$ cat src/hdl/ibm_pkg.sv
`timescale 1ns / 1ps
// ---------------------------------------------------------------------------
// ibm_pkg
// Shared types, sizes and codes of the bit-banged I2C master.
// ---------------------------------------------------------------------------
package ibm_pkg;

  // depth of the write byte buffer
  localparam int WRITE_DEPTH = 16;
  localparam int BUF_AW      = (WRITE_DEPTH > 1) ? $clog2(WRITE_DEPTH) : 1;
  // counts that must hold WRITE_DEPTH itself
  localparam int CNT_W       = $clog2(WRITE_DEPTH + 1);
  // width for comparing a 5-bit count against the depth
  localparam int CMP_W       = (CNT_W > 5) ? CNT_W : 5;

  // request operations
  localparam logic [1:0] OP_TICK  = 2'd0;
  localparam logic [1:0] OP_BEGIN = 2'd1;
  localparam logic [1:0] OP_LOAD  = 2'd2;

  // transaction status
  localparam logic [2:0] ST_OK         = 3'd0;
  localparam logic [2:0] ST_START_FAIL = 3'd1;
  localparam logic [2:0] ST_ADDR_NACK  = 3'd2;
  localparam logic [2:0] ST_DATA_NACK  = 3'd3;
  localparam logic [2:0] ST_RADDR_NACK = 3'd4;

  typedef struct packed {
    logic [1:0] operation;
    logic [6:0] device_address;
    logic [4:0] write_count;
    logic [4:0] read_count;
    logic [7:0] write_data;
    logic       sda_sampled;
    logic       scl_sampled;
  } in_t;

  typedef struct packed {
    logic       scl_release;
    logic       sda_release;
    logic [7:0] read_data;
    logic       read_valid;
    logic       busy_res;
    logic       done_res;
    logic [2:0] status;
  } out_t;

  // write port of the byte buffer
  typedef struct packed {
    logic              en;
    logic [BUF_AW-1:0] addr;
    logic [7:0]        data;
  } buf_wr_t;

endpackage

$ cat src/hdl/ibm_wbuf.sv
`timescale 1ns / 1ps
// ---------------------------------------------------------------------------
// ibm_wbuf
// Generic RAM: one write port, one registered read port.
// ---------------------------------------------------------------------------
module ibm_wbuf #(
  parameter int WIDTH = 8,
  parameter int DEPTH = 16
) (
  input  logic                                     clk,
  input  logic                                     wr_en,
  input  logic [((DEPTH > 1) ? $clog2(DEPTH) : 1)-1:0] wr_addr,
  input  logic [WIDTH-1:0]                         wr_data,
  input  logic [((DEPTH > 1) ? $clog2(DEPTH) : 1)-1:0] rd_addr,
  output logic [WIDTH-1:0]                         rd_data
);

  logic [WIDTH-1:0] mem_r [DEPTH];
  logic [WIDTH-1:0] rd_data_r;

  // contents undefined until loaded, so no reset
  always_ff @(posedge clk) begin
    if (wr_en) begin
      mem_r[wr_addr] <= wr_data;
    end
    rd_data_r <= mem_r[rd_addr];
  end

  assign rd_data = rd_data_r;

endmodule

$ cat src/hdl/ibm_seq.sv
`timescale 1ns / 1ps
// ---------------------------------------------------------------------------
// ibm_seq
// Bus sequencer: one phase step per accepted request, result formed alongside.
// ---------------------------------------------------------------------------
module ibm_seq (
  input  logic                       clk,
  input  logic                       rst_n,
  input  logic                       accept,
  input  ibm_pkg::in_t               req,
  input  logic [7:0]                 buf_rd_data,
  output logic [ibm_pkg::BUF_AW-1:0] buf_rd_addr,
  output ibm_pkg::buf_wr_t           buf_wr,
  output ibm_pkg::out_t              res
);

  localparam logic [4:0] PH_IDLE      = 5'd0;
  localparam logic [4:0] PH_START_CHK = 5'd1;
  localparam logic [4:0] PH_START_LOW = 5'd2;
  localparam logic [4:0] PH_WBIT_LOW  = 5'd3;
  localparam logic [4:0] PH_WBIT_HIGH = 5'd4;
  localparam logic [4:0] PH_WACK_LOW  = 5'd5;
  localparam logic [4:0] PH_WACK_HIGH = 5'd6;
  localparam logic [4:0] PH_RST1      = 5'd7;
  localparam logic [4:0] PH_RST2      = 5'd8;
  localparam logic [4:0] PH_RBIT_LOW  = 5'd9;
  localparam logic [4:0] PH_RBIT_HIGH = 5'd10;
  localparam logic [4:0] PH_RACK1     = 5'd11;
  localparam logic [4:0] PH_RACK2     = 5'd12;
  localparam logic [4:0] PH_RACK3     = 5'd13;
  localparam logic [4:0] PH_RACK4     = 5'd14;
  localparam logic [4:0] PH_STOP1     = 5'd15;
  localparam logic [4:0] PH_STOP2     = 5'd16;
  localparam logic [4:0] PH_STOP3     = 5'd17;

  localparam logic [1:0] KIND_ADDR_W = 2'd0;
  localparam logic [1:0] KIND_DATA   = 2'd1;
  localparam logic [1:0] KIND_ADDR_R = 2'd2;

  localparam logic [ibm_pkg::CNT_W-1:0] DEPTH_CNT = ibm_pkg::CNT_W'(ibm_pkg::WRITE_DEPTH);
  localparam logic [ibm_pkg::CMP_W-1:0] DEPTH_CMP = ibm_pkg::CMP_W'(ibm_pkg::WRITE_DEPTH);

  logic [4:0]                phase_r,    phase_nxt;
  logic [3:0]                bit_cnt_r,  bit_cnt_nxt;
  logic [7:0]                shift_r,    shift_nxt;
  logic [ibm_pkg::CNT_W-1:0] sent_r,     sent_nxt;
  logic [ibm_pkg::CNT_W-1:0] total_r,    total_nxt;
  logic [ibm_pkg::CNT_W-1:0] load_idx_r, load_idx_nxt;
  logic [4:0]                reads_r,    reads_nxt;
  logic [6:0]                addr_r,     addr_nxt;
  logic [2:0]                status_r,   status_nxt;
  logic                      rmode_r,    rmode_nxt;
  logic [1:0]                kind_r,     kind_nxt;
  logic                      scl_r,      scl_nxt;
  logic                      sda_r,      sda_nxt;

  logic       done;
  logic       rd_valid;
  logic [7:0] rd_byte;
  logic       do_byte;
  logic [1:0] byte_kind;
  logic [7:0] byte_val;
  logic       do_stop;
  logic [2:0] stop_st;
  logic       do_read;
  logic [3:0] cnt_inc;
  logic [7:0] rshift;
  logic [ibm_pkg::CMP_W-1:0] wc_ext;

  assign buf_rd_addr = sent_r[ibm_pkg::BUF_AW-1:0];
  assign cnt_inc     = bit_cnt_r + 4'd1;
  assign rshift      = {shift_r[6:0], req.sda_sampled};
  assign wc_ext      = ibm_pkg::CMP_W'(req.write_count);

  always_comb begin
    phase_nxt    = phase_r;
    bit_cnt_nxt  = bit_cnt_r;
    shift_nxt    = shift_r;
    sent_nxt     = sent_r;
    total_nxt    = total_r;
    load_idx_nxt = load_idx_r;
    reads_nxt    = reads_r;
    addr_nxt     = addr_r;
    status_nxt   = status_r;
    rmode_nxt    = rmode_r;
    kind_nxt     = kind_r;
    scl_nxt      = scl_r;
    sda_nxt      = sda_r;
    done         = 1'b0;
    rd_valid     = 1'b0;
    rd_byte      = 8'd0;
    do_byte      = 1'b0;
    byte_kind    = KIND_DATA;
    byte_val     = 8'd0;
    do_stop      = 1'b0;
    stop_st      = ibm_pkg::ST_OK;
    do_read      = 1'b0;
    buf_wr.en    = 1'b0;
    buf_wr.addr  = load_idx_r[ibm_pkg::BUF_AW-1:0];
    buf_wr.data  = req.write_data;

    if (req.operation == ibm_pkg::OP_TICK) begin
      unique case (phase_r)
        PH_IDLE: begin
        end
        PH_START_CHK: begin
          if (!req.sda_sampled || !req.scl_sampled) begin
            if (rmode_r) begin
              do_stop = 1'b1;
              stop_st = ibm_pkg::ST_START_FAIL;
            end else begin
              status_nxt = ibm_pkg::ST_START_FAIL;
              done       = 1'b1;
              scl_nxt    = 1'b1;
              sda_nxt    = 1'b1;
              phase_nxt  = PH_IDLE;
            end
          end else begin
            scl_nxt   = 1'b1;
            sda_nxt   = 1'b0;
            phase_nxt = PH_START_LOW;
          end
        end
        PH_START_LOW: begin
          do_byte   = 1'b1;
          byte_kind = KIND_ADDR_W;
          byte_val  = {addr_r, 1'b0};
        end
        PH_WBIT_LOW: begin
          scl_nxt   = 1'b1;
          phase_nxt = PH_WBIT_HIGH;
        end
        PH_WBIT_HIGH: begin
          bit_cnt_nxt = cnt_inc;
          if (cnt_inc < 4'd8) begin
            scl_nxt   = 1'b0;
            sda_nxt   = shift_r[7];
            shift_nxt = {shift_r[6:0], 1'b0};
            phase_nxt = PH_WBIT_LOW;
          end else begin
            scl_nxt   = 1'b0;
            sda_nxt   = 1'b1;
            phase_nxt = PH_WACK_LOW;
          end
        end
        PH_WACK_LOW: begin
          scl_nxt   = 1'b1;
          sda_nxt   = 1'b1;
          phase_nxt = PH_WACK_HIGH;
        end
        PH_WACK_HIGH: begin
          if (req.sda_sampled) begin
            do_stop = 1'b1;
            if (kind_r == KIND_ADDR_W) begin
              stop_st = ibm_pkg::ST_ADDR_NACK;
            end else if (kind_r == KIND_DATA) begin
              stop_st = ibm_pkg::ST_DATA_NACK;
            end else begin
              stop_st = ibm_pkg::ST_RADDR_NACK;
            end
          end else if (kind_r == KIND_ADDR_R) begin
            if (reads_r != 5'd0) begin
              do_read = 1'b1;
            end else begin
              do_stop = 1'b1;
            end
          end else if (sent_r < total_r) begin
            sent_nxt  = sent_r + ibm_pkg::CNT_W'(1);
            do_byte   = 1'b1;
            byte_kind = KIND_DATA;
            byte_val  = buf_rd_data;
          end else if (!rmode_r) begin
            do_stop = 1'b1;
          end else begin
            scl_nxt   = 1'b1;
            sda_nxt   = 1'b1;
            phase_nxt = PH_RST1;
          end
        end
        PH_RST1: begin
          scl_nxt   = 1'b1;
          sda_nxt   = 1'b0;
          phase_nxt = PH_RST2;
        end
        PH_RST2: begin
          do_byte   = 1'b1;
          byte_kind = KIND_ADDR_R;
          byte_val  = {addr_r, 1'b1};
        end
        PH_RBIT_LOW: begin
          scl_nxt   = 1'b1;
          sda_nxt   = 1'b1;
          phase_nxt = PH_RBIT_HIGH;
        end
        PH_RBIT_HIGH: begin
          shift_nxt   = rshift;
          bit_cnt_nxt = cnt_inc;
          scl_nxt     = 1'b0;
          sda_nxt     = 1'b1;
          if (cnt_inc < 4'd8) begin
            phase_nxt = PH_RBIT_LOW;
          end else begin
            rd_valid = 1'b1;
            rd_byte  = rshift;
            if (reads_r != 5'd0) begin
              reads_nxt = reads_r - 5'd1;
            end
            phase_nxt = PH_RACK1;
          end
        end
        PH_RACK1: begin
          scl_nxt   = 1'b0;
          sda_nxt   = (reads_r == 5'd0);
          phase_nxt = PH_RACK2;
        end
        PH_RACK2: begin
          scl_nxt   = 1'b1;
          phase_nxt = PH_RACK3;
        end
        PH_RACK3: begin
          scl_nxt   = 1'b0;
          phase_nxt = PH_RACK4;
        end
        PH_RACK4: begin
          if (reads_r != 5'd0) begin
            do_read = 1'b1;
          end else begin
            do_stop = 1'b1;
          end
        end
        PH_STOP1: begin
          scl_nxt   = 1'b1;
          sda_nxt   = 1'b0;
          phase_nxt = PH_STOP2;
        end
        PH_STOP2: begin
          scl_nxt   = 1'b1;
          sda_nxt   = 1'b1;
          phase_nxt = PH_STOP3;
        end
        PH_STOP3: begin
          done      = 1'b1;
          scl_nxt   = 1'b1;
          sda_nxt   = 1'b1;
          phase_nxt = PH_IDLE;
        end
        default: begin
          scl_nxt   = 1'b1;
          sda_nxt   = 1'b1;
          phase_nxt = PH_IDLE;
        end
      endcase

      // first bit of a new byte goes out with the low clock
      if (do_byte) begin
        kind_nxt    = byte_kind;
        bit_cnt_nxt = 4'd0;
        scl_nxt     = 1'b0;
        sda_nxt     = byte_val[7];
        shift_nxt   = {byte_val[6:0], 1'b0};
        phase_nxt   = PH_WBIT_LOW;
      end
      if (do_stop) begin
        status_nxt = stop_st;
        scl_nxt    = 1'b0;
        sda_nxt    = 1'b0;
        phase_nxt  = PH_STOP1;
      end
      if (do_read) begin
        shift_nxt   = 8'd0;
        bit_cnt_nxt = 4'd0;
        scl_nxt     = 1'b0;
        sda_nxt     = 1'b1;
        phase_nxt   = PH_RBIT_LOW;
      end
    end else if (req.operation == ibm_pkg::OP_BEGIN && phase_r == PH_IDLE) begin
      addr_nxt     = req.device_address;
      total_nxt    = (wc_ext > DEPTH_CMP) ? DEPTH_CNT : ibm_pkg::CNT_W'(wc_ext);
      reads_nxt    = req.read_count;
      rmode_nxt    = (req.read_count != 5'd0);
      sent_nxt     = '0;
      bit_cnt_nxt  = 4'd0;
      shift_nxt    = 8'd0;
      load_idx_nxt = '0;
      scl_nxt      = 1'b1;
      sda_nxt      = 1'b1;
      phase_nxt    = PH_START_CHK;
    end else if (req.operation == ibm_pkg::OP_LOAD && phase_r == PH_IDLE) begin
      if (load_idx_r != DEPTH_CNT) begin
        buf_wr.en    = accept;
        load_idx_nxt = load_idx_r + ibm_pkg::CNT_W'(1);
      end
    end

    res.scl_release = scl_nxt;
    res.sda_release = sda_nxt;
    res.read_data   = rd_byte;
    res.read_valid  = rd_valid;
    res.busy_res    = (phase_nxt != PH_IDLE);
    res.done_res    = done;
    res.status      = done ? status_nxt : ibm_pkg::ST_OK;
  end

  always_ff @(posedge clk) begin
    if (!rst_n) begin
      phase_r    <= PH_IDLE;
      bit_cnt_r  <= 4'd0;
      shift_r    <= 8'd0;
      sent_r     <= '0;
      total_r    <= '0;
      load_idx_r <= '0;
      reads_r    <= 5'd0;
      addr_r     <= 7'd0;
      status_r   <= ibm_pkg::ST_OK;
      rmode_r    <= 1'b0;
      kind_r     <= KIND_ADDR_W;
      scl_r      <= 1'b1;
      sda_r      <= 1'b1;
    end else if (accept) begin
      phase_r    <= phase_nxt;
      bit_cnt_r  <= bit_cnt_nxt;
      shift_r    <= shift_nxt;
      sent_r     <= sent_nxt;
      total_r    <= total_nxt;
      load_idx_r <= load_idx_nxt;
      reads_r    <= reads_nxt;
      addr_r     <= addr_nxt;
      status_r   <= status_nxt;
      rmode_r    <= rmode_nxt;
      kind_r     <= kind_nxt;
      scl_r      <= scl_nxt;
      sda_r      <= sda_nxt;
    end
  end

  // finishing request leaves the sequencer idle
  a_done_idle: assert property (@(posedge clk) disable iff (!rst_n)
    accept && res.done_res |=> phase_r == PH_IDLE)
    else $error("done reported but sequencer not idle");

  // a received byte is always followed by the ack phases
  a_read_ack: assert property (@(posedge clk) disable iff (!rst_n)
    accept && res.read_valid |=> phase_r == PH_RACK1)
    else $error("read byte not followed by ack phase");

  // bytes sent never pass the latched total
  a_sent_bound: assert property (@(posedge clk) disable iff (!rst_n)
    sent_r <= total_r)
    else $error("sent count beyond write total");

  // bit counter stays within one byte
  a_bit_bound: assert property (@(posedge clk) disable iff (!rst_n)
    bit_cnt_r <= 4'd8)
    else $error("bit counter out of range");

endmodule

$ cat src/hdl/ibm_outq.sv
`timescale 1ns / 1ps
// ---------------------------------------------------------------------------
// ibm_outq
// Two-entry result queue: output register plus skid slot.
// ---------------------------------------------------------------------------
module ibm_outq (
  input  logic          clk,
  input  logic          rst_n,
  input  logic          push,
  input  ibm_pkg::out_t push_data,
  output logic          full,
  output logic          out_valid,
  input  logic          out_stall,
  output ibm_pkg::out_t out_data
);

  logic [1:0]    cnt_r, cnt_nxt;
  ibm_pkg::out_t q0_r;
  ibm_pkg::out_t q1_r;
  logic          pop;

  assign pop       = (cnt_r != 2'd0) && !out_stall;
  assign full      = (cnt_r == 2'd2);
  assign out_valid = (cnt_r != 2'd0);
  assign out_data  = q0_r;

  always_comb begin
    cnt_nxt = cnt_r;
    if (push && !pop) begin
      cnt_nxt = cnt_r + 2'd1;
    end else if (pop && !push) begin
      cnt_nxt = cnt_r - 2'd1;
    end
  end

  always_ff @(posedge clk) begin
    if (!rst_n) begin
      cnt_r <= 2'd0;
    end else begin
      cnt_r <= cnt_nxt;
    end
  end

  always_ff @(posedge clk) begin
    case (cnt_r)
      2'd0: begin
        if (push) begin
          q0_r <= push_data;
        end
      end
      2'd1: begin
        if (push && pop) begin
          q0_r <= push_data;
        end else if (push) begin
          q1_r <= push_data;
        end
      end
      default: begin
        if (pop) begin
          q0_r <= q1_r;
        end
      end
    endcase
  end

  a_cnt_bound: assert property (@(posedge clk) disable iff (!rst_n)
    cnt_r != 2'd3)
    else $error("result queue count out of range");

  a_no_push_full: assert property (@(posedge clk) disable iff (!rst_n)
    full |-> !push)
    else $error("push into full result queue");

  a_cnt_grow: assert property (@(posedge clk) disable iff (!rst_n)
    push && !pop |=> cnt_r == $past(cnt_r) + 2'd1)
    else $error("result queue count did not grow on push");

endmodule

$ cat src/hdl/i2c_bitbang_master_top.sv
`timescale 1ns / 1ps
// ---------------------------------------------------------------------------
// i2c_bitbang_master_top
// Results: each accepted request's result is registered into the result queue.
// Throughput: one request per cycle; the sequencer takes one phase step per
//   request, and in_stall rises only while two results wait in the queue.
// Reset (rst_n low, synchronous): sequencer idle, both lines released,
//   counters and status cleared, result queue emptied; buffer bytes kept.
// ---------------------------------------------------------------------------
// Open-drain I2C master stepped by requests. A tick request stands for one
// bus delay interval and carries the line levels sampled at its end; begin
// and load requests are taken only while idle. Each request yields exactly
// one result with the line drive for the coming interval.
// ---------------------------------------------------------------------------
module i2c_bitbang_master_top (
  input  logic          clk,
  input  logic          rst_n,
  // request channel
  input  logic          in_valid,
  output logic          in_stall,
  input  ibm_pkg::in_t  in_data,
  // result channel
  output logic          out_valid,
  input  logic          out_stall,
  output ibm_pkg::out_t out_data
);

  logic                       accept;
  ibm_pkg::out_t              res;
  ibm_pkg::buf_wr_t           buf_wr;
  logic [ibm_pkg::BUF_AW-1:0] buf_rd_addr;
  logic [7:0]                 buf_rd_data;
  logic                       q_full;

  // stall is registered-state only: the queue is full
  assign in_stall = q_full;
  assign accept   = in_valid && !q_full;

  // phase sequencer; state moves only on an accepted request
  ibm_seq u_seq (
    .clk         (clk),
    .rst_n       (rst_n),
    .accept      (accept),
    .req         (in_data),
    .buf_rd_data (buf_rd_data),
    .buf_rd_addr (buf_rd_addr),
    .buf_wr      (buf_wr),
    .res         (res)
  );

  // write bytes, loaded while idle, read out by bytes-sent index; the read
  // is registered, but the index holds still for a whole byte, so the next
  // byte is ready long before the ack phase asks for it
  ibm_wbuf #(
    .WIDTH (8),
    .DEPTH (ibm_pkg::WRITE_DEPTH)
  ) u_wbuf (
    .clk     (clk),
    .wr_en   (buf_wr.en),
    .wr_addr (buf_wr.addr),
    .wr_data (buf_wr.data),
    .rd_addr (buf_rd_addr),
    .rd_data (buf_rd_data)
  );

  // result register with skid slot, so a waiting result does not block intake
  ibm_outq u_outq (
    .clk       (clk),
    .rst_n     (rst_n),
    .push      (accept),
    .push_data (res),
    .full      (q_full),
    .out_valid (out_valid),
    .out_stall (out_stall),
    .out_data  (out_data)
  );

endmodule

$ cat config.mk
export PLATFORM = sky130hd
export DESIGN_NAME = i2c_bitbang_master_top
export DESIGN_NICKNAME = d
export VERILOG_FILES = /design/src/hdl/ibm_pkg.sv /design/src/hdl/ibm_wbuf.sv /design/src/hdl/ibm_seq.sv /design/src/hdl/ibm_outq.sv /design/src/hdl/i2c_bitbang_master_top.sv
export SDC_FILE = /design/constraint.sdc
export NUM_CORES = 1
export LEC_CHECK = 0
export BUFFER_PORTS_ARGS = -buffer_cell sky130_fd_sc_hd__buf_4
export CORE_ASPECT_RATIO = 1.1
export CORE_UTILIZATION = 61
export DETAILED_ROUTE_END_ITERATION = 6
export PLACE_DENSITY = 0.86
export SLEW_MARGIN = 30
export SYNTH_ARGS = -nofsm -noshare
export SYNTH_HDL_FRONTEND = slang
export SYNTH_SLANG_ARGS = --single-unit
$ cat constraint.sdc
create_clock -name clk -period 3.9 [get_ports clk]
set_input_delay 0.585 -clock clk [delete_from_list [all_inputs] [get_ports clk]]
set_output_delay 0.585 -clock clk [all_outputs]
set_load 0.005 [all_outputs]
After elaboration in Yosys (flattened, before gate mapping)
Memories as Yosys holds them, arrays and structs flattened. A register that Yosys moved wholly into a read port is not among the register bits.
Cells that the tools add are included.
Word-level totals
  bits in registers: 86
  bits in writable memories: 128
  input bits: 33
  output and inout port bits: 18
  logic and storage cells: 241
  memories: 1
Operators by class
  add/sub/neg operators: 6
  magnitude comparators: 3
  eq/ne operators: 36
  mux-type cells: 122
  bitwise operators: 2
  reductions and logical operators: 43
Memories
  u_wbuf.mem_r: words 16, width 8, read ports 1, clocked after Yosys merged registers in 1, wr ports 1, line ibm_wbuf.sv:18  | logic [WIDTH-1:0] mem_r [DEPTH];
Operators with widths (number)
  5-bit two-way mux: 26
  8-bit two-way mux: 11
  5-bit one-hot mux with 14 select lines: 1
  1-bit two-way mux: 51
  16-bit two-way mux: 3
  5-bit by 4-bit == test with 1-bit output, second input constant: 8
  3-bit two-way mux: 11
  16-bit one-hot mux with 2 select lines: 1
  8-bit one-hot mux with 3 select lines: 1
  5-bit by 3-bit == test with 1-bit output, second input constant: 4
  4-bit two-way mux: 5
  8-bit one-hot mux with 2 select lines: 1
  5-bit inequality test, second input constant: 3
  3-bit AND reduction: 5
  5-bit nonzero test: 3
  2-bit inequality test, second input constant: 7
  5-bit by 1-bit adder with 5-bit output, second input constant: 2
  5-bit by 2-bit == test with 1-bit output, second input constant: 2
  5-bit == test, second input constant: 2
  5-bit logical NOT: 2
  2-bit nonzero test: 5
  4-bit AND reduction: 2
  4-bit OR reduction: 2
  1-bit logical AND: 7
  28 further kinds: 47

Logic depth before layout (Yosys ltp)
Gate-level depths: netlist (run 1).
  word-level depth: 13
  depth in mapped cells: 11
  mapped depth without buffers: 10

By module
A second synthesis (run 1) with hierarchy kept.
Unflattened totals
  cell total of the unflattened synthesis: 769
  area total of the unflattened synthesis: 10192.3 um2
By module, submodules not included
  ibm_wbuf: times used 1, cells each 229, area each 5147.4 um2, sequential area each 4003.8 um2
  ibm_seq: times used 1, cells each 464, area each 3604.7 um2, sequential area each 1041.0 um2
  ibm_outq: times used 1, cells each 75, area each 1426.4 um2, sequential area each 1001.0 um2
  i2c_bitbang_master_top: times used 1, cells each 1, area each 13.8 um2, sequential area each 0.0 um2

Worst setup path before layout (run 1)
Ideal clock, no wire load.
  path type: register to register
  start: register u_outq.cnt_r[0]
  end: memory u_wbuf.mem_r[3][0] (enable)
  library setup time: 0.383 ns
  arrival: 2.479 ns
  required time: 3.517 ns
  setup slack: 1.038 ns
  stages on the path, launching flop included: 10
  buffers on the path: 1
  clock period less this slack: 2.862 ns
  path through: dfxtp_1 inv_1 ha_1 nand2b_1 clkbuf_1 inv_2 nand3_1 nor4b_4 nand2_1 nor3_1
Between the ends
  word-level cells in the longest chain between the ends: 9
RTL lines
  from (decl): line ibm_outq.sv:17  | logic [1:0] cnt_r, cnt_nxt;
  from (signal assigned): line ibm_outq.sv:40  | cnt_r <= cnt_nxt;
  2-bit == test: line ibm_outq.sv:23  | assign full = (cnt_r == 2'd2);
  net in_stall: line i2c_bitbang_master_top.sv:20  | output logic in_stall,
  1-bit logical NOT: line i2c_bitbang_master_top.sv:37  | assign accept = in_valid && !q_full;
  1-bit logical AND: line i2c_bitbang_master_top.sv:37
  net accept: line i2c_bitbang_master_top.sv:28  | logic accept;
  1-bit two-way mux: line ibm_seq.sv:289  | if (load_idx_r != DEPTH_CNT) begin
  1-bit two-way mux: line ibm_seq.sv:288  | end else if (req.operation == ibm_pkg::OP_LOAD && phase_r == PH_IDLE) begin
  1-bit two-way mux: line ibm_seq.sv:276  | end else if (req.operation == ibm_pkg::OP_BEGIN && phase_r == PH_IDLE) begin
  1-bit two-way mux: line ibm_seq.sv:102  | if (req.operation == ibm_pkg::OP_TICK) begin
  1-bit two-way mux: line ibm_wbuf.sv:23  | if (wr_en) begin
  1-bit two-way mux (not written as such): line ibm_wbuf.sv:24  | mem_r[wr_addr] <= wr_data;
  to (decl): line ibm_wbuf.sv:18
The timed path passes the listed nets, and every way through them passes these cells.

Worst setup path in the final report (run 1)
  start: register u_outq.cnt_r[0]
  end: register u_seq.load_idx_r[4] in the netlist's numbering
Between the ends
  word-level cells in the longest chain between the ends: 4
RTL lines
  2-bit == test: line ibm_outq.sv:23
  1-bit logical NOT: line i2c_bitbang_master_top.sv:37
  1-bit logical AND: line i2c_bitbang_master_top.sv:37
  net accept: line i2c_bitbang_master_top.sv:28
  4-bit AND reduction (no source line)
  to (signal assigned): line ibm_seq.sv:325  | load_idx_r <= load_idx_nxt;
  to (decl): line ibm_seq.sv:48  | logic [ibm_pkg::CNT_W-1:0] load_idx_r, load_idx_nxt;
The timed path passes the listed nets, and every way through them passes these cells.
A chain may end at the register's enable or synchronous reset.

==> results.py, run 1 <==
metrics = {
    "clock_tree": {
        "h-tree-depth": 1,
        "cts_root_buffer": "clkbuf_16",
        "clk_latency_ns": 0.51,
        "cts_buffer_depth": 3,
        "cts_hold_buffers": 0,
        "post_cts_resized": 0,
        "cts.sinks": 222,
        "cts_tree": "built",
        "numCtsBuffers": 21,
        "clkTransAtPathRegs_ns": 0.07,
        "post-cts-setup-buffers": 0,
    },
    "worst_setup_path": {
        "path_cells": "inv_1 > ha_1 > nand2b_1 > inv_2 > nand3_1 > nor4b_4 > nand2_1 > nor2_1 > xnor2_1 > nor2_1",
        "path_delay_family": "simple AND/OR/NAND/NOR gates",
        "end_kind": "flop",
        "path_buf_inv": 2,
        "rr_worst_depth": 10,
        "crit_slowest_cell": "nor2_1",
        "path_class": "flop to flop",
        "rrSetupSlack_ns": 0.56,
        "startpoint_type": "flop",
        "r2r_end": "u_seq.load_idx_r[4]",
        "critical_path_arrival_ns": 3.71,
        "r2r_start": "u_outq.cnt_r[0]",
        "crit_top_cell": "nor2_1",
        "critical_path.max_fanout": 10,
        "cp.required_ns": 4.28,
        "cpPeakStageDelay_ns": 0.63,
    },
    "hold_path": {
        "hold_path_class": "input pin to flop",
        "min_path_cells": 3,
        "holdPathEnd": "u_seq.addr_r[3]",
        "holdCritStartpoint": "in_data[23]",
    },
    "drt": {
        "wl_mm": 23.1,
        "drc": 0,
        "routedWlPerCell_um": 23.5,
        "dr.pass1.iters": 5,
        "drt_first_iter_violations": 702,
        "vias": 6351,
        "ant_nets": 0,
        "viasPerCell": 6.44,
    },
    "synthesis": {
        "yosys.area_share.simple": 0.124,
        "synth-xor-area-share": 0.00997,
        "synthArstFlopShare": 0,
        "synth_edf_count": 160,
        "synth_compound_area_frac": 0.0857,
        "ys_seq_area_frac": 0.626,
        "synth_top_family_by_area": "simple AND/OR/NAND/NOR gates",
        "syn-num-nets": 779,
        "ys_ff_latch": 222,
        "dominantRegCellSynth": "edfxtp_1",
        "synthAdderAreaFrac": 0.0220,
        "yosys_warnings": 0,
        "synthCells": 729,
        "synth.avg_cell_area_um2": 13.3,
        "synthMuxAreaShare": 0.107,
        "netlist_area_mm2": 0.00967,
        "synth.distinct_cells": 74,
    },
    "grt": {
        "grt_first_pass_wirelength_mm": 35.8,
        "grt_pass1_vias": 6407,
        "antenna_found_initial": 0,
        "track_usage": 0.297,
        "overflow": 0,
        "grt_max_degree": 37,
    },
    "sta": {
        "finalSetupViolations": 0,
        "worst_slew_pin_slew_ns": 0.859,
        "rsz0062_at_grt": "false",
        "finalHoldViolCount": 0,
        "fin_skew_ns": 0.0257,
        "final_max_slew_viol_count": 0,
        "min_period_ns": 3.34,
        "fin_crit_sh": 0.855,
        "slew_headroom": 0.424,
        "fmax_mhz": 300,
        "fin_setup_tns_ns": 0,
    },
    "outcome": {
        "status": "completed",
    },
    "power_and_ir_drop": {
        "ir_drop_mv": 0.473,
        "p_leak_nw": 3.70,
        "powerDensity_mw_per_mm2": 516,
    },
    "floorplanning": {
        "design.core.area_mm2": 0.0153,
        "initial_core_util": 0.632,
        "die-area_mm2": 0.0164,
        "ioPinCount": 51,
        "rows": 47,
        "die_y_um": 134,
        "die-width_um": 122,
    },
    "job": {
        "drv_cap": 0,
    },
    "placement": {
        "place_area_mm2": 0.0102,
        "dp_hpwl_mm": 15.4,
        "place_congestion": 0.931,
        "port_buffers": 50,
    },
    "finish": {
        "antenna_cells": 0,
        "syn_to_final_growth_pct": 12.8,
        "final_layout_size_suffix_gt1_frac": 0.204,
        "finalInstanceArea_mm2": 0.0109,
        "final_nets": 825,
    },
}
==> how the worst max path moves through the flow <==
stage	slack (ns)	end	depth (start not counted)	from
2_1_floorplan	1.04	u_wbuf.mem_r[3][0]	9	u_outq.cnt_r[0]
3_3_place_gp	0.87	u_wbuf.mem_r[15][6]	8	u_outq.cnt_r[0]
3_5_place_dp	0.66	u_wbuf.mem_r[7][2]	8	u_outq.cnt_r[0]
4_1_cts	0.65	u_seq.load_idx_r[4]	10	u_outq.cnt_r[0]
5_1_grt	0.42	u_seq.load_idx_r[4]	10	u_outq.cnt_r[0]
6_report	0.56	u_seq.load_idx_r[4]	10	u_outq.cnt_r[0]
==> per-layer routing <==
layer  GRT usage  wire (um)
met1       0.360       8520
met2       0.520      12100
met3      0.0489       1610
met4       0.126        945
met5           0          0
==> synth_stat cells (all sizes together) (3+ instances only) <==
cell type | n | share of area
a211oi | 5 | 0.0044
a21oi | 54 | 0.028
a22o | 7 | 0.0063
a22oi | 3 | 0.0023
a31oi | 9 | 0.0058
a32oi | 3 | 0.0027
and2 | 15 | 0.010
and3 | 3 | 0.0019
buf | 19 | 0.0091
clkbuf | 21 | 0.0082
dfxtp | 62 | 0.13
edfxtp | 160 | 0.50
ha | 17 | 0.022
inv | 21 | 0.0082
mux2 | 10 | 0.012
mux4 | 40 | 0.093
nand2 | 67 | 0.026
nand2b | 9 | 0.0058
nand3 | 10 | 0.0057
nand3b | 4 | 0.0031
nand4 | 5 | 0.0032
nor2 | 66 | 0.026
nor2b | 7 | 0.0045
nor3 | 19 | 0.010
nor3b | 5 | 0.0044
o211ai | 4 | 0.0036
o21a | 3 | 0.0023
o21ai | 19 | 0.0098
or2 | 4 | 0.0026
or3 | 9 | 0.0058
or4 | 3 | 0.0023
xnor2 | 3 | 0.0027
xor2 | 8 | 0.0072
==> cell usage in the layout, fill, tap and decap left out, types with 3 or more instances in the layout <==
master     count
edfxtp_1     160
nand2_1       67
nor2_1        65
buf_4         63
dfxtp_1       61
a21oi_1       54
mux4_2        40
clkbuf_16     21
inv_1         20
nor3_1        18
o21ai_0       17
ha_1          17
and2_1        14
mux2_2        10
nand2b_1       9
a31oi_1        9
or3_1          9
nand3_1        9
xor2_1         8
nor2b_1        7
a22o_1         7
nand4_1        5
clkinv_1       5
clkbuf_1       5
nor3b_1        4
a211oi_1       4
nand3b_1       4
xnor2_1        3
o21a_1         3
or4_1          3
o211ai_1       3
or2_2          3
and3_1         3
a32oi_1        3
a22oi_1        3
clkinv_2       3
bufinv_16      3
==> area by class of cell <==
class / instances / area (um^2)
clock buffers: 26 / 544
clock inverters: 12 / 138
fillers: 948 / 4390
inverters: 22 / 82.6
multi-input cells: 445 / 3370
flip-flops and latches: 222 / 6050
well taps: 196 / 245
repair buffers: 63 / 473
==> metrics by stage <==
stage	setup slack (ns)	util	power, mW	instances	hold slack (ns)
finish	0.564	0.713	5.62	986	0.332
global route	0.419	0.713	5.82	986	0.326
CTS	0.647	0.713	5.66	986	0.317
detailed placement	0.662	0.668	3.62	948	0.455
global placement	0.871	0.668	3.58	948	0.443
floorplan	1.04	-	3.28	729	0.424
==> cells by family after synthesis <==
logic type | count (synthesis)
and+or+nand+nor | 236
DFF | 222
AOI/OAI and AO/OA | 129
buffers and inverters | 62
muxes | 52
adders and majority gates | 17
xor gates and xnor gates | 11
==> worst register-to-register path, stage by stage (launching register included) <==
cell	delay, ns
dfxtp_1	0.37
inv_1	0.09
ha_1	0.21
nand2b_1	0.28
inv_2	0.24
nand3_1	0.24
nor4b_4	0.58
nand2_1	0.32
nor2_1	0.63
xnor2_1	0.20
nor2_1	0.06
==> report_power, final <==
group	switching, mW	leakage [nW]	internal (mW)
clock network	0.859	0.334	1.19
registers	0.0590	1.96	2.73
logic	0.442	1.41	0.340
==> sequential cells by signal, indices dropped and copies added (netlist names) <==
register and flops:
u_seq.reads_r 5, u_outq.q1_r 16, u_seq.total_r 5, u_seq.phase_r 5, u_seq.bit_cnt_r 4, u_seq.rmode_r 1
u_outq.cnt_r 2, u_seq.sda_r 1, u_seq.sent_r 5, u_seq.addr_r 7, u_seq.scl_r 1, u_seq.shift_r 8
u_seq.kind_r 2, u_wbuf.rd_data 8, u_wbuf.mem_r 128, u_seq.status_r 3, u_seq.load_idx_r 5, u_outq.out_data 16
(Power assumes the default switching activity.)
==> inputs of run 2 (changes only) <==
--- a/config.mk
+++ b/config.mk
@@ -5,11 +5,12 @@
 export SDC_FILE = /design/constraint.sdc
 export NUM_CORES = 1
 export LEC_CHECK = 0
+export ABC_AREA = 1
 export BUFFER_PORTS_ARGS = -buffer_cell sky130_fd_sc_hd__buf_4
 export CORE_ASPECT_RATIO = 1.1
 export CORE_UTILIZATION = 61
 export DETAILED_ROUTE_END_ITERATION = 6
-export PLACE_DENSITY = 0.86
+export PLACE_DENSITY = 0.85
 export SLEW_MARGIN = 30
 export SYNTH_ARGS = -nofsm -noshare
 export SYNTH_HDL_FRONTEND = slang
==> run 2 against run 1 <==
  * Combinational power grew 32%
  * Sequential power grew 1%
  * Critical path depth shrank 2
  * Area after synthesis increased by 3.5%
  * Sequential share of layout area down 1.9 points
  * Worst hold slack worse by 0.030 ns
  * Register-to-register slack improved by 0.45 ns
  * Count of clock-buffer cells in the layout rose by 4
  * Critical path type unchanged
  * Largest cell class unchanged
  * Highest routed layer unchanged
==> results.py, run 2 <==
metrics = {
    "power_and_ir_drop": {
        "powerDensity_mw_per_mm2": 539,
        "p_total_mw": 6.09,
        "p_leak_nw": 4.27,
        "ir_drop_mv": 0.592,
    },
    "floorplanning": {
        "design.core.area_mm2": 0.0159,
        "rows": 48,
        "ioPinCount": 51,
        "die-area_mm2": 0.0169,
        "die-width_um": 124,
        "die_y_um": 136,
        "initial_core_util": 0.631,
    },
    "synthesis": {
        "synth.avg_cell_area_um2": 9.92,
        "ys_seq_area_frac": 0.604,
        "synthCells": 1009,
        "synthAdderAreaFrac": 0.0213,
        "yosysMostFrequentCell": "nor2_1",
        "synth_top_family_by_area": "simple AND/OR/NAND/NOR gates",
        "synth_area_leader_cell": "edfxtp_1",
        "yosys_warnings": 0,
        "synthMuxAreaShare": 0.0100,
        "synth_edf_count": 160,
        "netlist_area_mm2": 0.0100,
        "synthArstFlopShare": 0,
        "synth-xor-area-share": 0.00438,
        "ys_ff_latch": 222,
        "synth_compound_area_frac": 0.117,
        "yosys.area_share.simple": 0.188,
        "dominantRegCellSynth": "edfxtp_1",
        "synth.distinct_cells": 53,
        "syn-num-nets": 1059,
        "synth_top_area_frac": 0.480,
        "synth.area.top_cells": "edfxtp_1 48%, dfxtp_1 12%, nor2_1 6.4%, nand2_1 6.3%, o21ai_0 3.4%",
        "yosys-top-cells-count": "171 x nor2_1, 169 x nand2_1, 160 x edfxtp_1",
    },
    "sta": {
        "final_max_slew_viol_count": 0,
        "worst_slew_pin_slew_ns": 0.778,
        "finalSetupViolations": 0,
        "min_period_ns": 2.88,
        "fin_setup_tns_ns": 0,
        "finalHoldViolCount": 0,
        "rsz0062_at_grt": "false",
        "fin_crit_sh": 0.740,
        "fin_skew_ns": 0.0116,
        "slew_headroom": 0.480,
        "fmax_mhz": 347,
    },
    "worst_setup_path": {
        "r2r_end": "u_wbuf.mem_r[12][6]",
        "startpoint_type": "flop",
        "critical_path.max_fanout": 12,
        "r2r_start": "u_outq.cnt_r[0]",
        "end_kind": "flop",
        "path_class": "flop to flop",
        "setup.worst_path.start": "u_outq.cnt_r[0]",
        "critical_path_arrival_ns": 3.03,
        "cp.required_ns": 4.05,
        "rrSetupSlack_ns": 1.02,
        "rr_worst_depth": 8,
    },
    "finish": {
        "max_flop_register": "u_wbuf.mem_r",
        "final_nets": 1105,
        "syn_to_final_growth_pct": 12.9,
        "fillers": 1133,
        "final_cell_mix": "171 x nor2_1, 169 x nand2_1, 160 x edfxtp_1",
        "final_common_cell": "nor2_1",
        "multi_input_area_mm2": 0.00342,
        "regArea_mm2": 0.00605,
        "final_layout_size_suffix_gt1_frac": 0.123,
        "largest_reg_flops": 128,
        "antenna_cells": 0,
    },
    "hold_path": {
        "min_path_cells": 3,
        "holdCritStartpoint": "in_data[15]",
        "holdPathEnd": "u_seq.total_r[0]",
        "hold_path_class": "input pin to flop",
    },
    "drt": {
        "drc": 0,
        "drt_first_iter_violations": 926,
        "routedWlPerCell_um": 18.6,
        "dr.pass1.iters": 6,
        "wl_mm": 23.6,
        "viasPerCell": 6.07,
        "vias": 7718,
        "ant_nets": 0,
    },
    "clock_tree": {
        "cts.sinks": 222,
        "cts_hold_buffers": 0,
        "cts_buffer_depth": 3,
        "cts_tree": "built",
        "clk_latency_ns": 0.52,
        "clkTransAtPathRegs_ns": 0.06,
        "numCtsBuffers": 24,
        "post-cts-setup-buffers": 0,
        "post_cts_resized": 0,
        "h-tree-depth": 1,
        "cts_root_buffer": "clkbuf_16",
    },
    "placement": {
        "place_congestion": 0.930,
        "port_buffers": 50,
        "dp_hpwl_mm": 15.9,
    },
    "grt": {
        "track_usage": 0.294,
        "grt_max_degree": 68,
        "grt_pass1_vias": 7680,
        "overflow": 0,
        "grt_first_pass_wirelength_mm": 37.8,
        "antenna_found_initial": 0,
    },
    "job": {
        "drv_cap": 0,
    },
    "outcome": {
        "status": "completed",
    },
}
run 2: cell types whose count changed in the layout (fill, tap and decap cells not counted), moves of 10 or more:
| cell | previous run | this run |
|---|---|---|
| nor2_1 | 65 | 171 |
| o32ai_1 | 0 | 22 |
| inv_1 | 20 | 88 |
| o221ai_1 | 2 | 17 |
| o21ai_0 | 17 | 68 |
| nand3_1 | 9 | 47 |
| nand2_1 | 67 | 169 |
| mux2_2 | 10 | 0 |
| a21oi_1 | 54 | 36 |
| and2_1 | 14 | 1 |
| mux4_2 | 40 | 0 |
run 2: kinds of logic (layout without fill, tap and decap cells):
logic type      count (synthesis)  in the layout
compound gates                183            183
mux                            10             10
fa+ha+maj                      17             17
buf+inv                       139            202
simple gates                  433            433
xor+xnor                        5              5
flops                         222            222
run 2: per-stage QoR:
stage,worst slack (ns),instances,instance area (um^2),hold WS [ns],util
4_1_cts,1.01,1272,11300,0.299,0.713
3_3_place_gp,1.09,1229,10500,0.462,0.664
6_report,1.02,1272,11300,0.302,0.713
2_1_floorplan,0.864,1009,10000,0.440,-
5_1_grt,0.902,1272,11300,0.322,0.713
3_5_place_dp,0.999,1229,10500,0.472,0.664
run 2: final cells by class:
class / instances / area share
Sequential cell: 222 / 0.535
Clock buffer: 30 / 0.0551
Inverter: 101 / 0.0336
Clock inverter: 13 / 0.0131
Timing Repair Buffer: 58 / 0.0385
Tap cell: 200 / 0.0221
Multi-Input combinational cell: 648 / 0.302
run 2: power by group:
group          internal (mW)  switching [mW]  leakage [nW]  total, mW
clock                   1.33           0.897         0.380       2.23
sequential              2.77          0.0655          1.97       2.83
combinational          0.385           0.649          1.92       1.03
total                   4.48            1.61          4.27       6.09
run 2: metal layers:
| metal | part of all wire | GRT usage |
|---|---|---|
| met4 | 0.057 | 0.156 |
| met3 | 0.073 | 0.0419 |
| met1 | 0.37 | 0.351 |
| met5 | 0 | 0 |
| met2 | 0.49 | 0.508 |
run 2: critical path, stage by stage, from the launching register on:
cell and delay [ns]:
dfxtp_1 0.37, inv_1 0.08, ha_1 0.21, or2_4 0.33
nor3_1 0.20, o21ai_0 0.15, nor2_2 0.26, nand2_1 0.26
nor2_1 0.66
run 2: how the worst max path moves through the flow:
stage                                to  cells past startpoint
global route        u_wbuf.mem_r[12][0]                      8
global placement    u_wbuf.mem_r[12][1]                      8
finish              u_wbuf.mem_r[12][6]                      8
CTS                 u_wbuf.mem_r[12][0]                      8
detailed placement  u_wbuf.mem_r[12][2]                      8
floorplan            u_outq.out_data[0]                      7
==> inputs of run 3 (changes only) <==
--- a/config.mk
+++ b/config.mk
@@ -5,12 +5,12 @@
 export SDC_FILE = /design/constraint.sdc
 export NUM_CORES = 1
 export LEC_CHECK = 0
-export ABC_AREA = 1
+export ABC_AREA = 0
 export BUFFER_PORTS_ARGS = -buffer_cell sky130_fd_sc_hd__buf_4
 export CORE_ASPECT_RATIO = 1.1
-export CORE_UTILIZATION = 61
+export CORE_UTILIZATION = 55
 export DETAILED_ROUTE_END_ITERATION = 6
-export PLACE_DENSITY = 0.85
+export PLACE_DENSITY = 0.82
 export SLEW_MARGIN = 30
 export SYNTH_ARGS = -nofsm -noshare
 export SYNTH_HDL_FRONTEND = slang
==> constraint.sdc (replaced) <==
create_clock -name clk -period 2.4 [get_ports clk]
set_input_delay 0.36 -clock clk [delete_from_list [all_inputs] [get_ports clk]]
set_output_delay 0.36 -clock clk [all_outputs]
set_load 0.005 [all_outputs]
==> run 3 against run 2 <==
  * Global-route usage is 2.1 points lower
  * Clock power grew 59%
  * Count of clock-buffer cells in the layout down 2
  * Highest routed layer unchanged
  * Power increased by 56%
  * Worst setup slack worse by 1.1 ns
  * Critical path type unchanged
  * Fmax is 17% higher
  * Routed wire length up 0.78%
  * Sequential power grew 60%
  * Combinational power increased by 42%
  * Final cell count fell by 13%
  * The run now ends with setup timing left
  * Die area is 7.0% higher
  * Register-to-register slack worse by 1.1 ns
==> results.py, run 3 (synthesized netlist as in run 1, its figures left out) <==
metrics = {
    "hold_path": {
        "hold_path_class": "input pin to flop",
        "holdCritStartpoint": "in_data[22]",
    },
    "worst_setup_path": {
        "startpoint_type": "flop",
        "cpPeakStageDelay_ns": 0.57,
        "crit_slowest_cell": "or4b_4",
        "path_cells": "inv_2 > ha_4 > or4b_4 > o211ai_2 > and2_4 > nand3_4 > or4b_4 > buf_6 > o221a_1",
        "path_buf_inv": 2,
        "crit_top_cell": "or4b_4",
        "cp.required_ns": 2.80,
        "critical_path.max_fanout": 4,
        "end_kind": "flop",
        "setup.worst_path.start": "u_seq.reads_r[1]",
        "path_class": "flop to flop",
        "r2r_start": "u_seq.reads_r[1]",
        "critical_path_arrival_ns": 2.86,
        "path_delay_family": "simple AND/OR/NAND/NOR gates",
    },
    "clock_tree": {
        "clk_latency_ns": 0.52,
        "cts_root_buffer": "clkbuf_16",
        "h-tree-depth": 1,
        "numCtsBuffers": 23,
        "cts_tree": "built",
        "cts_hold_buffers": 0,
        "cts_buffer_depth": 3,
        "cts.sinks": 222,
        "clkTransAtPathRegs_ns": 0.06,
    },
    "outcome": {
        "status": "finished with violations",
        "violations": "setup timing",
    },
    "placement": {
        "place_area_mm2": 0.0110,
        "port_buffers": 50,
        "pre_cts_slack_ns": -0.120,
        "place_congestion": 0.943,
        "dp_hpwl_mm": 16.4,
    },
    "floorplanning": {
        "design.core.area_mm2": 0.0171,
        "initial_core_util": 0.566,
        "die-width_um": 128,
        "rows": 50,
        "die_y_um": 141,
        "die-area_mm2": 0.0181,
        "ioPinCount": 51,
    },
    "finish": {
        "finalInstanceArea_mm2": 0.0120,
        "final_common_cell": "edfxtp_1",
        "fillers": 1158,
        "final_nets": 902,
        "multi_input_area_mm2": 0.00373,
        "final_cell_mix": "160 x edfxtp_1, 126 x buf_4, 62 x nand2_1",
        "regArea_mm2": 0.00605,
        "max_flop_register": "u_wbuf.mem_r",
        "syn_to_final_growth_pct": 24.5,
        "antenna_cells": 0,
        "largest_reg_flops": 128,
        "final_layout_size_suffix_gt1_frac": 0.347,
    },
    "grt": {
        "grt_pass1_vias": 6788,
        "antenna_found_initial": 0,
        "overflow": 0,
        "track_usage": 0.272,
        "grt_first_pass_wirelength_mm": 36.7,
        "grt_max_degree": 37,
        "gr-max-usage-layer": "met2",
        "grt_use_met2": 0.500,
        "met3_usage": 0.0398,
        "grtUsageMet1": 0.306,
    },
    "drt": {
        "vias": 6591,
        "ant_nets": 0,
        "wl_mm": 23.8,
        "viasPerCell": 5.98,
        "drt_first_iter_violations": 538,
        "drc": 0,
        "dr.pass1.iters": 7,
        "routedWlPerCell_um": 21.6,
    },
    "power_and_ir_drop": {
        "ir_drop_mv": 0.707,
        "powerDensity_mw_per_mm2": 792,
        "p_leak_nw": 4.19,
        "p_total_mw": 9.53,
    },
    "sta": {
        "finalWorstSetupSlack_ns": -0.0608,
        "fmax_mhz": 406,
        "final_max_slew_viol_count": 0,
        "finalHoldViolCount": 0,
        "fin_skew_ns": 0.00952,
        "fin_crit_sh": 1.03,
        "fin_setup_tns_ns": -0.0612,
        "min_period_ns": 2.46,
        "worst_slew_pin_slew_ns": 0.749,
        "rsz0062_at_grt": "true",
        "finalSetupViolations": 2,
        "slew_headroom": 0.500,
    },
    "job": {
        "drv_cap": 0,
    },
}
run 3: where the power goes:
part	internal, mW	switching (mW)
logic	0.676	0.780
registers	4.44	0.0871
clock network	2.10	1.45
run 3: final cells by class:
| type | count | share of cell area |
|---|---|---|
| multi-input cells | 445 | 0.310 |
| clock inverters | 13 | 0.0127 |
| clock buffers | 28 | 0.0494 |
| repair buffers | 138 | 0.0936 |
| inverters | 22 | 0.00748 |
| flip-flops and latches | 222 | 0.503 |
| well taps | 234 | 0.0243 |
run 3: routing by layer:
layer | up-vias | share of wire
met3 | 84 | 0.051
met2 | 264 | 0.54
met5 | - | 0
met1 | 3250 | 0.37
li1 | 2993 | -
met4 | 0 | 0.047
run 3: final timing paths:
| path | to | slack [ns] | depth (start not counted) |
|---|---|---|---|
| setup reg to reg | u_seq.phase_r[0] | -0.06 | 9 |
| hold reg to reg | u_seq.total_r[2] | 0.46 | 2 |
| hold / removal | u_seq.addr_r[2] | 0.08 | 3 |
| setup / recovery | u_seq.phase_r[0] | -0.06 | 9 |
run 3: repair_timing:
action                     CTS  global route
setup endpoints to repair  107            85
pin swaps                    7            11
setup buffers                2             7
resized for setup           22            31
cloned                       0             1
run 3: metrics by stage:
| stage | util | hold slack (ns) | cells |
|---|---|---|---|
| 4_1_cts | 0.693 | 0.0731 | 1094 |
| 5_1_grt | 0.705 | 0.0881 | 1102 |
| 2_1_floorplan | - | 0.424 | 729 |
| 6_report | 0.705 | 0.0842 | 1102 |
| 3_3_place_gp | 0.642 | 0.443 | 1051 |
| 3_5_place_dp | 0.642 | 0.446 | 1051 |
run 3: worst register-to-register path, cell delays in order (launching register included):
cell,delay [ns]
dfxtp_2,0.32
inv_2,0.06
ha_4,0.12
or4b_4,0.51
o211ai_2,0.11
and2_4,0.19
nand3_4,0.07
or4b_4,0.57
buf_6,0.14
o221a_1,0.25
